--- config.mk ---
export PLATFORM = sky130hd
export DESIGN_NAME = stop_and_wait_frame_sender
export DESIGN_NICKNAME = d
export VERILOG_FILES = /design/src/swfs_pkg.sv /design/src/stop_and_wait_frame_sender.sv /design/src/swfs_payload_ram.sv /design/src/swfs_frame_gen.sv
export SDC_FILE = /design/constraint.sdc
export NUM_CORES = 1
export LEC_CHECK = 0
export ABC_AREA = 1
export BUFFER_PORTS_ARGS = -buffer_cell sky130_fd_sc_hd__buf_2
export CAP_MARGIN = 30
export CORE_AREA = 2 2 246 248
export CTS_BUF_LIST = sky130_fd_sc_hd__clkbuf_4
export DETAILED_ROUTE_END_ITERATION = 12
export DIE_AREA = 0 0 248 250
export PLACE_DENSITY = 0.66
export SLEW_MARGIN = 20
export SYNTH_ARGS = -nofsm -noshare
export SYNTH_HDL_FRONTEND = slang
export SYNTH_SLANG_ARGS = --single-unit
--- constraint.sdc ---
create_clock -name clk -period 3.1 [get_ports clk]
set_clock_uncertainty 0.2 [all_clocks]
set_input_delay 0.155 -clock clk [delete_from_list [all_inputs] [get_ports clk]]
set_output_delay 0.155 -clock clk [all_outputs]
set_load 0.01 [all_outputs]
--- src/swfs_pkg.sv ---
// ---------------------------------------------------------------------------
// swfs_pkg
// Shared types and constants of the stop-and-wait frame sender.
// ---------------------------------------------------------------------------
package swfs_pkg;

	// frame layout
	localparam int FRAME_HDR      = 3;
	localparam int FRAME_MAX      = 64;
	localparam int SEND_LEN_W     = 6;
	localparam int PAYLOAD_IDX_W  = 6;
	localparam int CNT_W          = 6;
	localparam logic [SEND_LEN_W-1:0] LEN_LIMIT =
		SEND_LEN_W'(FRAME_MAX - FRAME_HDR);

	// store size default
	localparam int PAYLOAD_DEPTH_DEF = 64;

	// shortest reply that is not ignored
	localparam logic [6:0] RX_MIN_LEN = 7'(FRAME_HDR);

	// saturation value of the tick counter
	localparam logic [15:0] TICKS_SAT = 16'hFFFF;

	// configuration register indexes
	localparam logic [1:0] CFG_ACK_TYPE     = 2'd0;
	localparam logic [1:0] CFG_ACK_TIMEOUT  = 2'd1;
	localparam logic [1:0] CFG_MAX_ATTEMPTS = 2'd2;
	localparam logic [1:0] CFG_MAX_LEN      = 2'd3;

	// configuration reset values
	localparam logic [7:0]  ACK_TYPE_RST     = 8'd0;
	localparam logic [15:0] ACK_TIMEOUT_RST  = 16'd2000;
	localparam logic [7:0]  MAX_ATTEMPTS_RST = 8'd5;
	localparam logic [5:0]  MAX_LEN_RST      = 6'd50;

	// input item modes
	localparam logic [1:0] MODE_LOAD  = 2'd0;
	localparam logic [1:0] MODE_START = 2'd1;
	localparam logic [1:0] MODE_TICK  = 2'd2;
	localparam logic [1:0] MODE_RX    = 2'd3;

	// result kinds
	localparam logic KIND_BYTE    = 1'b0;
	localparam logic KIND_OUTCOME = 1'b1;

	typedef struct packed {
		logic [1:0]  mode;
		logic [5:0]  payload_index;
		logic [7:0]  payload_byte;
		logic [7:0]  pkt_type;
		logic [15:0] pkt_seq;
		logic [7:0]  req_len;
		logic [7:0]  rx_type;
		logic [15:0] rx_seq;
		logic [6:0]  rx_length;
	} in_item_t;

	typedef struct packed {
		logic       kind;
		logic [7:0] tx_byte;
		logic       tx_last;
		logic       success;
	} out_item_t;

	// command from the control to the frame generator
	typedef struct packed {
		logic start_frame;
		logic start_outcome;
		logic ok;
	} gen_cmd_t;

	typedef enum logic {
		ST_IDLE,
		ST_WAIT
	} state_t;

endpackage

--- src/stop_and_wait_frame_sender.sv ---
// ---------------------------------------------------------------------------
// stop_and_wait_frame_sender
// Stop-and-wait sender: loads payload bytes, sends a framed packet, waits
// for an acknowledgement and resends on timeout or a wrong reply.
// ---------------------------------------------------------------------------
//  channel   signals                         direction
//  in        in_valid, in_ready, in_data     request items (load/start/tick/rx)
//  out       out_valid, out_ready, out_data  frame bytes and outcome items
//  cfg       cfg_en, cfg_addr, cfg_data      register writes, no wait
//
//  A frame of 3 + len bytes leaves at one byte per cycle once started, while
//  out_ready holds high, so a start or resend holds the input until its
//  last byte through the single result port has left the request stage.
//  An outcome holds it until it leaves that stage; other items do not. in_ready
//  drops while the frame generator still holds work; a stalled out_ready stalls
//  the walk. Reset clears control and configuration; the store is not cleared.
// ---------------------------------------------------------------------------
module stop_and_wait_frame_sender #(
	parameter int PAYLOAD_DEPTH = swfs_pkg::PAYLOAD_DEPTH_DEF
) (
	input  logic                 clk,
	input  logic                 arst_n,
	input  logic                 in_valid,
	output logic                 in_ready,
	input  swfs_pkg::in_item_t   in_data,
	output logic                 out_valid,
	input  logic                 out_ready,
	output swfs_pkg::out_item_t  out_data,
	input  logic                 cfg_en,
	input  logic [1:0]           cfg_addr,
	input  logic [15:0]          cfg_data
);

	localparam int AW      = $clog2(PAYLOAD_DEPTH);
	localparam int IDX_CNT = 2 ** swfs_pkg::PAYLOAD_IDX_W;

	typedef logic [AW-1:0] idx_tbl_t [IDX_CNT];

	// load index folded into the store depth
	function automatic idx_tbl_t build_idx_tbl();
		idx_tbl_t t;
		for (int i = 0; i < IDX_CNT; i++) begin
			t[i] = AW'(i % PAYLOAD_DEPTH);
		end
		return t;
	endfunction

	localparam idx_tbl_t IDX_TBL = build_idx_tbl();

	logic [7:0]                           ack_type_q;
	logic [15:0]                          ack_timeout_q;
	logic [7:0]                           max_attempts_q;
	logic [5:0]                           max_len_q;

	swfs_pkg::state_t                     state_q, state_d;
	logic [7:0]                           held_type_q;
	logic [15:0]                          held_seq_q;
	logic [swfs_pkg::SEND_LEN_W-1:0]      held_len_q;
	logic [7:0]                           attempts_q, attempts_d;
	logic [15:0]                          ticks_q, ticks_d;

	logic                                 in_fire;
	logic                                 gen_busy;
	swfs_pkg::gen_cmd_t                   cmd;
	logic                                 latch_start;
	logic                                 ram_we;
	logic                                 ram_re;
	logic [AW-1:0]                        ram_raddr;
	logic [7:0]                           ram_rdata;

	logic [5:0]                           len_lim;
	logic [5:0]                           len_clip;
	logic [15:0]                          tick_limit;
	logic [15:0]                          ticks_inc;
	logic                                 can_resend;

	assign in_ready = !gen_busy;
	assign in_fire  = in_valid && in_ready;

	// configuration registers
	always_ff @(posedge clk or negedge arst_n) begin
		if (!arst_n) begin
			ack_type_q     <= swfs_pkg::ACK_TYPE_RST;
			ack_timeout_q  <= swfs_pkg::ACK_TIMEOUT_RST;
			max_attempts_q <= swfs_pkg::MAX_ATTEMPTS_RST;
			max_len_q      <= swfs_pkg::MAX_LEN_RST;
		end else if (cfg_en) begin
			unique case (cfg_addr)
				swfs_pkg::CFG_ACK_TYPE:     ack_type_q     <= cfg_data[7:0];
				swfs_pkg::CFG_ACK_TIMEOUT:  ack_timeout_q  <= cfg_data;
				swfs_pkg::CFG_MAX_ATTEMPTS: max_attempts_q <= cfg_data[7:0];
				swfs_pkg::CFG_MAX_LEN:      max_len_q      <= cfg_data[5:0];
				default: ;
			endcase
		end
	end

	// length clip and tick limit
	assign len_lim    = (max_len_q > swfs_pkg::LEN_LIMIT) ? swfs_pkg::LEN_LIMIT : max_len_q;
	assign len_clip   = (in_data.req_len > {2'b00, len_lim}) ? len_lim
	                    : in_data.req_len[5:0];
	assign tick_limit = (ack_timeout_q == 16'd0) ? 16'd1 : ack_timeout_q;
	assign ticks_inc  = (ticks_q == swfs_pkg::TICKS_SAT) ? ticks_q : ticks_q + 16'd1;
	assign can_resend = (attempts_q < max_attempts_q);

	// control state register
	always_ff @(posedge clk or negedge arst_n) begin
		if (!arst_n) begin
			state_q    <= swfs_pkg::ST_IDLE;
			attempts_q <= '0;
			ticks_q    <= '0;
		end else begin
			state_q    <= state_d;
			attempts_q <= attempts_d;
			ticks_q    <= ticks_d;
		end
	end

	// held frame fields
	always_ff @(posedge clk or negedge arst_n) begin
		if (!arst_n) begin
			held_type_q <= '0;
			held_seq_q  <= '0;
			held_len_q  <= '0;
		end else if (latch_start) begin
			held_type_q <= in_data.pkt_type;
			held_seq_q  <= in_data.pkt_seq;
			held_len_q  <= len_clip;
		end
	end

	// decision on each accepted item
	always_comb begin
		state_d           = state_q;
		attempts_d        = attempts_q;
		ticks_d           = ticks_q;
		cmd.start_frame   = 1'b0;
		cmd.start_outcome = 1'b0;
		cmd.ok            = 1'b0;
		latch_start       = 1'b0;
		ram_we            = 1'b0;
		if (in_fire) begin
			unique case (state_q)
				swfs_pkg::ST_IDLE: begin
					unique case (in_data.mode)
						swfs_pkg::MODE_LOAD: ram_we = 1'b1;
						swfs_pkg::MODE_START: begin
							latch_start = 1'b1;
							ticks_d     = '0;
							if (max_attempts_q == 8'd0) begin
								attempts_d        = '0;
								cmd.start_outcome = 1'b1;
							end else begin
								attempts_d      = 8'd1;
								cmd.start_frame = 1'b1;
								state_d         = swfs_pkg::ST_WAIT;
							end
						end
						default: ;
					endcase
				end
				swfs_pkg::ST_WAIT: begin
					unique case (in_data.mode)
						swfs_pkg::MODE_TICK: begin
							ticks_d = ticks_inc;
							if (ticks_inc >= tick_limit) begin
								if (can_resend) begin
									attempts_d      = attempts_q + 8'd1;
									ticks_d         = '0;
									cmd.start_frame = 1'b1;
								end else begin
									cmd.start_outcome = 1'b1;
									state_d           = swfs_pkg::ST_IDLE;
								end
							end
						end
						swfs_pkg::MODE_RX: begin
							if (in_data.rx_length >= swfs_pkg::RX_MIN_LEN) begin
								if (in_data.rx_type == ack_type_q &&
								    in_data.rx_seq == held_seq_q) begin
									cmd.start_outcome = 1'b1;
									cmd.ok            = 1'b1;
									state_d           = swfs_pkg::ST_IDLE;
								end else if (can_resend) begin
									attempts_d      = attempts_q + 8'd1;
									ticks_d         = '0;
									cmd.start_frame = 1'b1;
								end else begin
									cmd.start_outcome = 1'b1;
									state_d           = swfs_pkg::ST_IDLE;
								end
							end
						end
						default: ;
					endcase
				end
				default: ;
			endcase
		end
	end

	// payload store
	swfs_payload_ram #(
		.DEPTH (PAYLOAD_DEPTH),
		.AW    (AW)
	) u_ram (
		.clk   (clk),
		.we    (ram_we),
		.waddr (IDX_TBL[in_data.payload_index]),
		.wdata (in_data.payload_byte),
		.re    (ram_re),
		.raddr (ram_raddr),
		.rdata (ram_rdata)
	);

	// frame and outcome emission
	swfs_frame_gen #(
		.DEPTH (PAYLOAD_DEPTH),
		.AW    (AW)
	) u_gen (
		.clk       (clk),
		.arst_n    (arst_n),
		.cmd       (cmd),
		.held_type (held_type_q),
		.held_seq  (held_seq_q),
		.held_len  (held_len_q),
		.busy      (gen_busy),
		.re        (ram_re),
		.raddr     (ram_raddr),
		.rdata     (ram_rdata),
		.out_valid (out_valid),
		.out_ready (out_ready),
		.out_data  (out_data)
	);

endmodule

--- src/swfs_payload_ram.sv ---
// ---------------------------------------------------------------------------
// swfs_payload_ram
// Payload byte store: one write port, one read port with registered data.
// ---------------------------------------------------------------------------
module swfs_payload_ram #(
	parameter int DEPTH = swfs_pkg::PAYLOAD_DEPTH_DEF,
	parameter int AW    = $clog2(DEPTH)
) (
	input  logic          clk,
	input  logic          we,
	input  logic [AW-1:0] waddr,
	input  logic [7:0]    wdata,
	input  logic          re,
	input  logic [AW-1:0] raddr,
	output logic [7:0]    rdata
);

	logic [7:0] mem [DEPTH];

	// write port
	always_ff @(posedge clk) begin
		if (we) begin
			mem[waddr] <= wdata;
		end
	end

	// read port, data held until the next read
	always_ff @(posedge clk) begin
		if (re) begin
			rdata <= mem[raddr];
		end
	end

endmodule

--- src/swfs_frame_gen.sv ---
// ---------------------------------------------------------------------------
// swfs_frame_gen
// Walks a frame out byte by byte (header from the held fields, payload from
// the store) or emits an outcome item, through a request stage and an
// output register.
// ---------------------------------------------------------------------------
module swfs_frame_gen #(
	parameter int DEPTH = swfs_pkg::PAYLOAD_DEPTH_DEF,
	parameter int AW    = $clog2(DEPTH)
) (
	input  logic                                  clk,
	input  logic                                  arst_n,
	input  swfs_pkg::gen_cmd_t                    cmd,
	input  logic [7:0]                            held_type,
	input  logic [15:0]                           held_seq,
	input  logic [swfs_pkg::SEND_LEN_W-1:0]       held_len,
	output logic                                  busy,
	output logic                                  re,
	output logic [AW-1:0]                         raddr,
	input  logic [7:0]                            rdata,
	output logic                                  out_valid,
	input  logic                                  out_ready,
	output swfs_pkg::out_item_t                   out_data
);

	logic                            active_q;
	logic                            done_q;
	logic                            ok_q;
	logic [swfs_pkg::CNT_W-1:0]      cnt_q;
	logic [AW-1:0]                   ptr_q;
	logic [swfs_pkg::CNT_W-1:0]      last_idx;

	logic                            valid_s1;
	logic                            kind_s1;
	logic [7:0]                      byte_s1;
	logic                            from_ram_s1;
	logic                            last_s1;
	logic                            ok_s1;

	logic                            out_valid_q;
	swfs_pkg::out_item_t             out_q;

	logic                            move_s1;
	logic                            adv_s1;
	logic                            issue_byte;
	logic                            issue_done;
	logic                            is_last;
	logic [7:0]                      hdr_byte;

	// stage handshakes
	assign move_s1    = valid_s1 && (!out_valid_q || out_ready);
	assign adv_s1     = !valid_s1 || move_s1;
	assign issue_byte = adv_s1 && active_q;
	assign issue_done = adv_s1 && done_q && !active_q;
	assign last_idx   = swfs_pkg::CNT_W'(held_len) + swfs_pkg::CNT_W'(swfs_pkg::FRAME_HDR - 1);
	assign is_last    = (cnt_q == last_idx);

	assign busy = active_q || done_q || valid_s1;

	// header byte select
	always_comb begin
		case (cnt_q)
			swfs_pkg::CNT_W'(0): hdr_byte = held_type;
			swfs_pkg::CNT_W'(1): hdr_byte = held_seq[15:8];
			default:             hdr_byte = held_seq[7:0];
		endcase
	end

	// store read for payload positions
	assign re    = issue_byte && (cnt_q >= swfs_pkg::CNT_W'(swfs_pkg::FRAME_HDR));
	assign raddr = ptr_q;

	// sequencer control
	always_ff @(posedge clk or negedge arst_n) begin
		if (!arst_n) begin
			active_q <= 1'b0;
			done_q   <= 1'b0;
			ok_q     <= 1'b0;
			cnt_q    <= '0;
			ptr_q    <= '0;
		end else begin
			if (cmd.start_frame) begin
				active_q <= 1'b1;
				cnt_q    <= '0;
				ptr_q    <= '0;
			end else if (issue_byte) begin
				cnt_q <= cnt_q + swfs_pkg::CNT_W'(1);
				if (is_last) begin
					active_q <= 1'b0;
				end
				if (re) begin
					ptr_q <= (ptr_q == AW'(DEPTH - 1)) ? '0 : ptr_q + AW'(1);
				end
			end
			if (cmd.start_outcome) begin
				done_q <= 1'b1;
				ok_q   <= cmd.ok;
			end else if (issue_done) begin
				done_q <= 1'b0;
			end
		end
	end

	// request stage valid
	always_ff @(posedge clk or negedge arst_n) begin
		if (!arst_n) begin
			valid_s1 <= 1'b0;
		end else if (adv_s1) begin
			valid_s1 <= issue_byte || issue_done;
		end
	end

	// request stage payload
	always_ff @(posedge clk) begin
		if (issue_byte) begin
			kind_s1     <= swfs_pkg::KIND_BYTE;
			byte_s1     <= hdr_byte;
			from_ram_s1 <= re;
			last_s1     <= is_last;
			ok_s1       <= 1'b0;
		end else if (issue_done) begin
			kind_s1     <= swfs_pkg::KIND_OUTCOME;
			byte_s1     <= '0;
			from_ram_s1 <= 1'b0;
			last_s1     <= 1'b0;
			ok_s1       <= ok_q;
		end
	end

	// output register valid
	always_ff @(posedge clk or negedge arst_n) begin
		if (!arst_n) begin
			out_valid_q <= 1'b0;
		end else if (move_s1) begin
			out_valid_q <= 1'b1;
		end else if (out_ready) begin
			out_valid_q <= 1'b0;
		end
	end

	// output register payload
	always_ff @(posedge clk) begin
		if (move_s1) begin
			out_q.kind    <= kind_s1;
			out_q.tx_byte <= from_ram_s1 ? rdata : byte_s1;
			out_q.tx_last <= last_s1;
			out_q.success <= ok_s1;
		end
	end

	assign out_valid = out_valid_q;
	assign out_data  = out_q;

endmodule

==> flow_metrics.tcl <==
set metrics [dict create \
    fin_nets 3145 \
    drive_above_1_share 0.213 \
    synth_top_area_frac 0.577 \
    die_h_um 250 \
    syn_to_final_growth_pct 25.5 \
    ys_async_sr_fraction 0.168 \
    synth_most_common_cell "edfxtp_1" \
    p_per_area_mw_per_mm2 737 \
    dpl-instance-area_mm2 0.0304 \
    finalSetupViolations 24 \
    cp-end-kind "flop" \
    worst_pin_slew_ns 0.797 \
    ir_worst_vdd_uv 596 \
    viasPerCell 5.54 \
    fin_ws_ns -0.174 \
    dieArea_mm2 0.0620 \
    path_clk_slew_ns 0.07 \
    drv_slew 0 \
    cp_max_fo 8 \
    initial_core_util 0.472 \
    htreeDepth 4 \
    post-route-cell-area_mm2 0.0353 \
    synthesis.area_mm2 0.0281 \
    numCtsBuffers 167 \
    grt_max_degree 126 \
    leakagePower_uw 0.0136 \
    vias 21775 \
    track_usage 0.250 \
    synth_common_cells "541 x edfxtp_1, 410 x nor2_1, 324 x o21ai_0" \
    drt_iter0_drc 2056 \
    antenna_found_initial 7 \
    place_inst 3400 \
    synth_area_leaders "edfxtp_1 58%, dfrtp_1 8.8%, o21ai_0 5.8%, nor2_1 5.5%, nand2_1 4.3%" \
    violations "negative setup slack" \
    grt_overflow 0 \
    insertion_delay_ns 1.02 \
    fin_crit_sh 1.06 \
    finalNonFillerCells 3928 \
    synth_seq_area_share 0.677 \
    max_slew_margin 0.467 \
    pre_cts_slack_ns -0.258 \
    yosys.area.top_type "edfxtp_1" \
    cts_buffer_depth 3 \
    core.rowCount 90 \
    die_x_um 248 \
    cts_tree "built" \
    dp_hpwl_um 44800 \
    gp_congestion 0.901 \
    fmax_mhz 305 \
    hp-class "primary input to flop" \
    core_mm2 0.0596 \
    yosys_warnings 0 \
    fin_crit_ns 3.27 \
    worstSetupPathType "flop to flop" \
    clock_sinks 653 \
    critPathRequiredTime_ns 3.79 \
    syn_inst 2484 \
    yosysUniqueCellTypes 53 \
    ioPinCount 115 \
    synth_nets 2622 \
    status "finished, violations left" \
    fillers 4713 \
    start_kind "flop" \
    arrival_ns 3.96 \
    clock-root-buffer "clkbuf_4" \
    drc_errors 0 \
    whs_ns 0.126 \
    synth-edff-count 541 \
    routed_wl_um 77900 \
    antenna_left 0 \
    grt_pass1_wl_um 119000 \
    routedWlPerCell_um 19.8 \
    ys_seq_elements 653 \
    dr.pass1.iters 6 \
    hold_violations 0 \
    drv_cap 0 \
    syn_area_per_cell_um2 11.3 \
    ys.flop_type "edfxtp_1" \
    portBuffers 114 \
    grt_pass1_vias 21659 \
    rsz0062_at_grt "yes" \
]
==> layer usage <==
| metal | up-vias | part of all wire | global-route usage |
|---|---|---|---|
| met5 | - | 0 | 0 |
| met3 | 213 | 0.086 | 0.0601 |
| li1 | 10065 | - | - |
| met1 | 10481 | 0.41 | 0.331 |
| met4 | 0 | 0.036 | 0.112 |
| met2 | 1016 | 0.47 | 0.391 |
==> logic make-up after synthesis <==
| family | share of synthesized area |
|---|---|
| XOR/XNOR | 0.00902 |
| multiplexers | 0.00440 |
| AND/OR/NAND/NOR | 0.134 |
| buffers and inverters | 0.0415 |
| adder cells (fa/ha/maj) | 0.0160 |
| AO/OA/AOI/OAI | 0.118 |
| flip-flops | 0.677 |
==> registers in the layout, summed over array words and instances, names as in the netlist, 6 cells and up <==
register	cells
ack_timeout_q	16
ack_type_q	8
attempts_q	8
held_len_q	6
held_seq_q	16
held_type_q	8
max_attempts_q	8
max_len_q	6
ticks_q	16
u_gen.byte_s1	8
u_gen.cnt_q	6
u_gen.out_data	11
u_gen.raddr	6
u_ram.mem	512
u_ram.rdata	8
==> repair_timing <==
| item | in CTS | in global routing |
|---|---|---|
| setup buffers | 6 | 8 |
| resized for setup | 23 | 79 |
| gates cloned | 1 | 1 |
| pin swaps | 3 | 17 |
| endpoints found under the hold margin | 1277 | 0 |
| setup endpoints to repair | 40 | 51 |
| hold buffers | 203 | 0 |
==> final timing paths <==
kind / start / to / slack [ns] / depth (start not counted)
worst min-delay path: cfg_en / max_attempts_q[4] / 0.13 / 5
max in group asynchronous: arst_n / ticks_q[9] / 1.70 / 5
worst min register to register: u_gen.last_s1 / u_gen.out_data[1] / 0.22 / 0
worst max register to register: ticks_q[0] / attempts_q[3] / -0.17 / 18
worst max-delay path: ticks_q[0] / attempts_q[3] / -0.17 / 18
min in group asynchronous: arst_n / held_len_q[5] / 0.65 / 5
==> worst max-delay path, stage by stage, from the launching register on <==
cell      delay [ns]
dfrtp_1         0.41
buf_6           0.13
nand3_4         0.08
nand3b_1        0.24
nor4_4          0.24
nand2_1         0.14
xnor2_2         0.16
ha_1            0.33
nand2_2         0.07
o21bai_4        0.17
a21oi_2         0.21
nor2_4          0.08
buf_6           0.12
nand3_4         0.07
o21ai_4         0.08
inv_4           0.13
nand2_8         0.10
nand2_4         0.10
nand2_2         0.05
==> cell usage in the layout, fill, tap and decap left out, types with 10 or more instances in the layout <==
master         instances
ha_1                  33
o221ai_1              98
xnor2_1               11
nand2_1              299
inv_1                150
mux2_2                11
xor2_1                16
edfxtp_1             541
dfrtp_1               94
clkinv_2              11
a21oi_2               13
dfstp_2               11
nand3_2               22
buf_4                142
o22ai_1               35
buf_12                15
dlygate4sd3_1        202
a21oi_1               34
bufinv_16             10
nor2_1               406
clkinv_1              42
o21ai_1               16
clkbuf_4             229
o211ai_1              23
nand3_1              108
nand2_2               19
buf_2                113
o21ai_0              321
==> layout make-up <==
cell class	count	area, um2	share of cell area
Sequential cell	653	19100	0.540
Multi-Input combinational cell	1544	8300	0.235
Timing Repair Buffer	481	4080	0.115
Clock buffer	229	1720	0.0487
Tap cell	782	978	0.0277
Inverter	159	608	0.0172
Clock inverter	70	554	0.0157
Antenna cell	9	22.5	0.000637
Timing Repair inverter	1	7.51	0.000212
==> per-stage QoR <==
step	total power (uW)	TNS [ns]	util
2_1_floorplan	15100	0	-
3_3_place_gp	17700	-2.37	0.511
3_5_place_dp	17900	-5.94	0.511
4_1_cts	26000	0	0.586
5_1_grt	27400	-7.38	0.593
6_report	26000	-2.48	0.593
==> where the power goes <==
group	internal, uW	leakage, uW	switching, uW	total [uW]
sequential	10100	0.00616	356	10400
clock	4280	0.00133	3560	7840
combinational	2580	0.00616	5200	7770
total	16900	0.0136	9120	26000
Note: power is estimated with default switching activity, not from simulation.
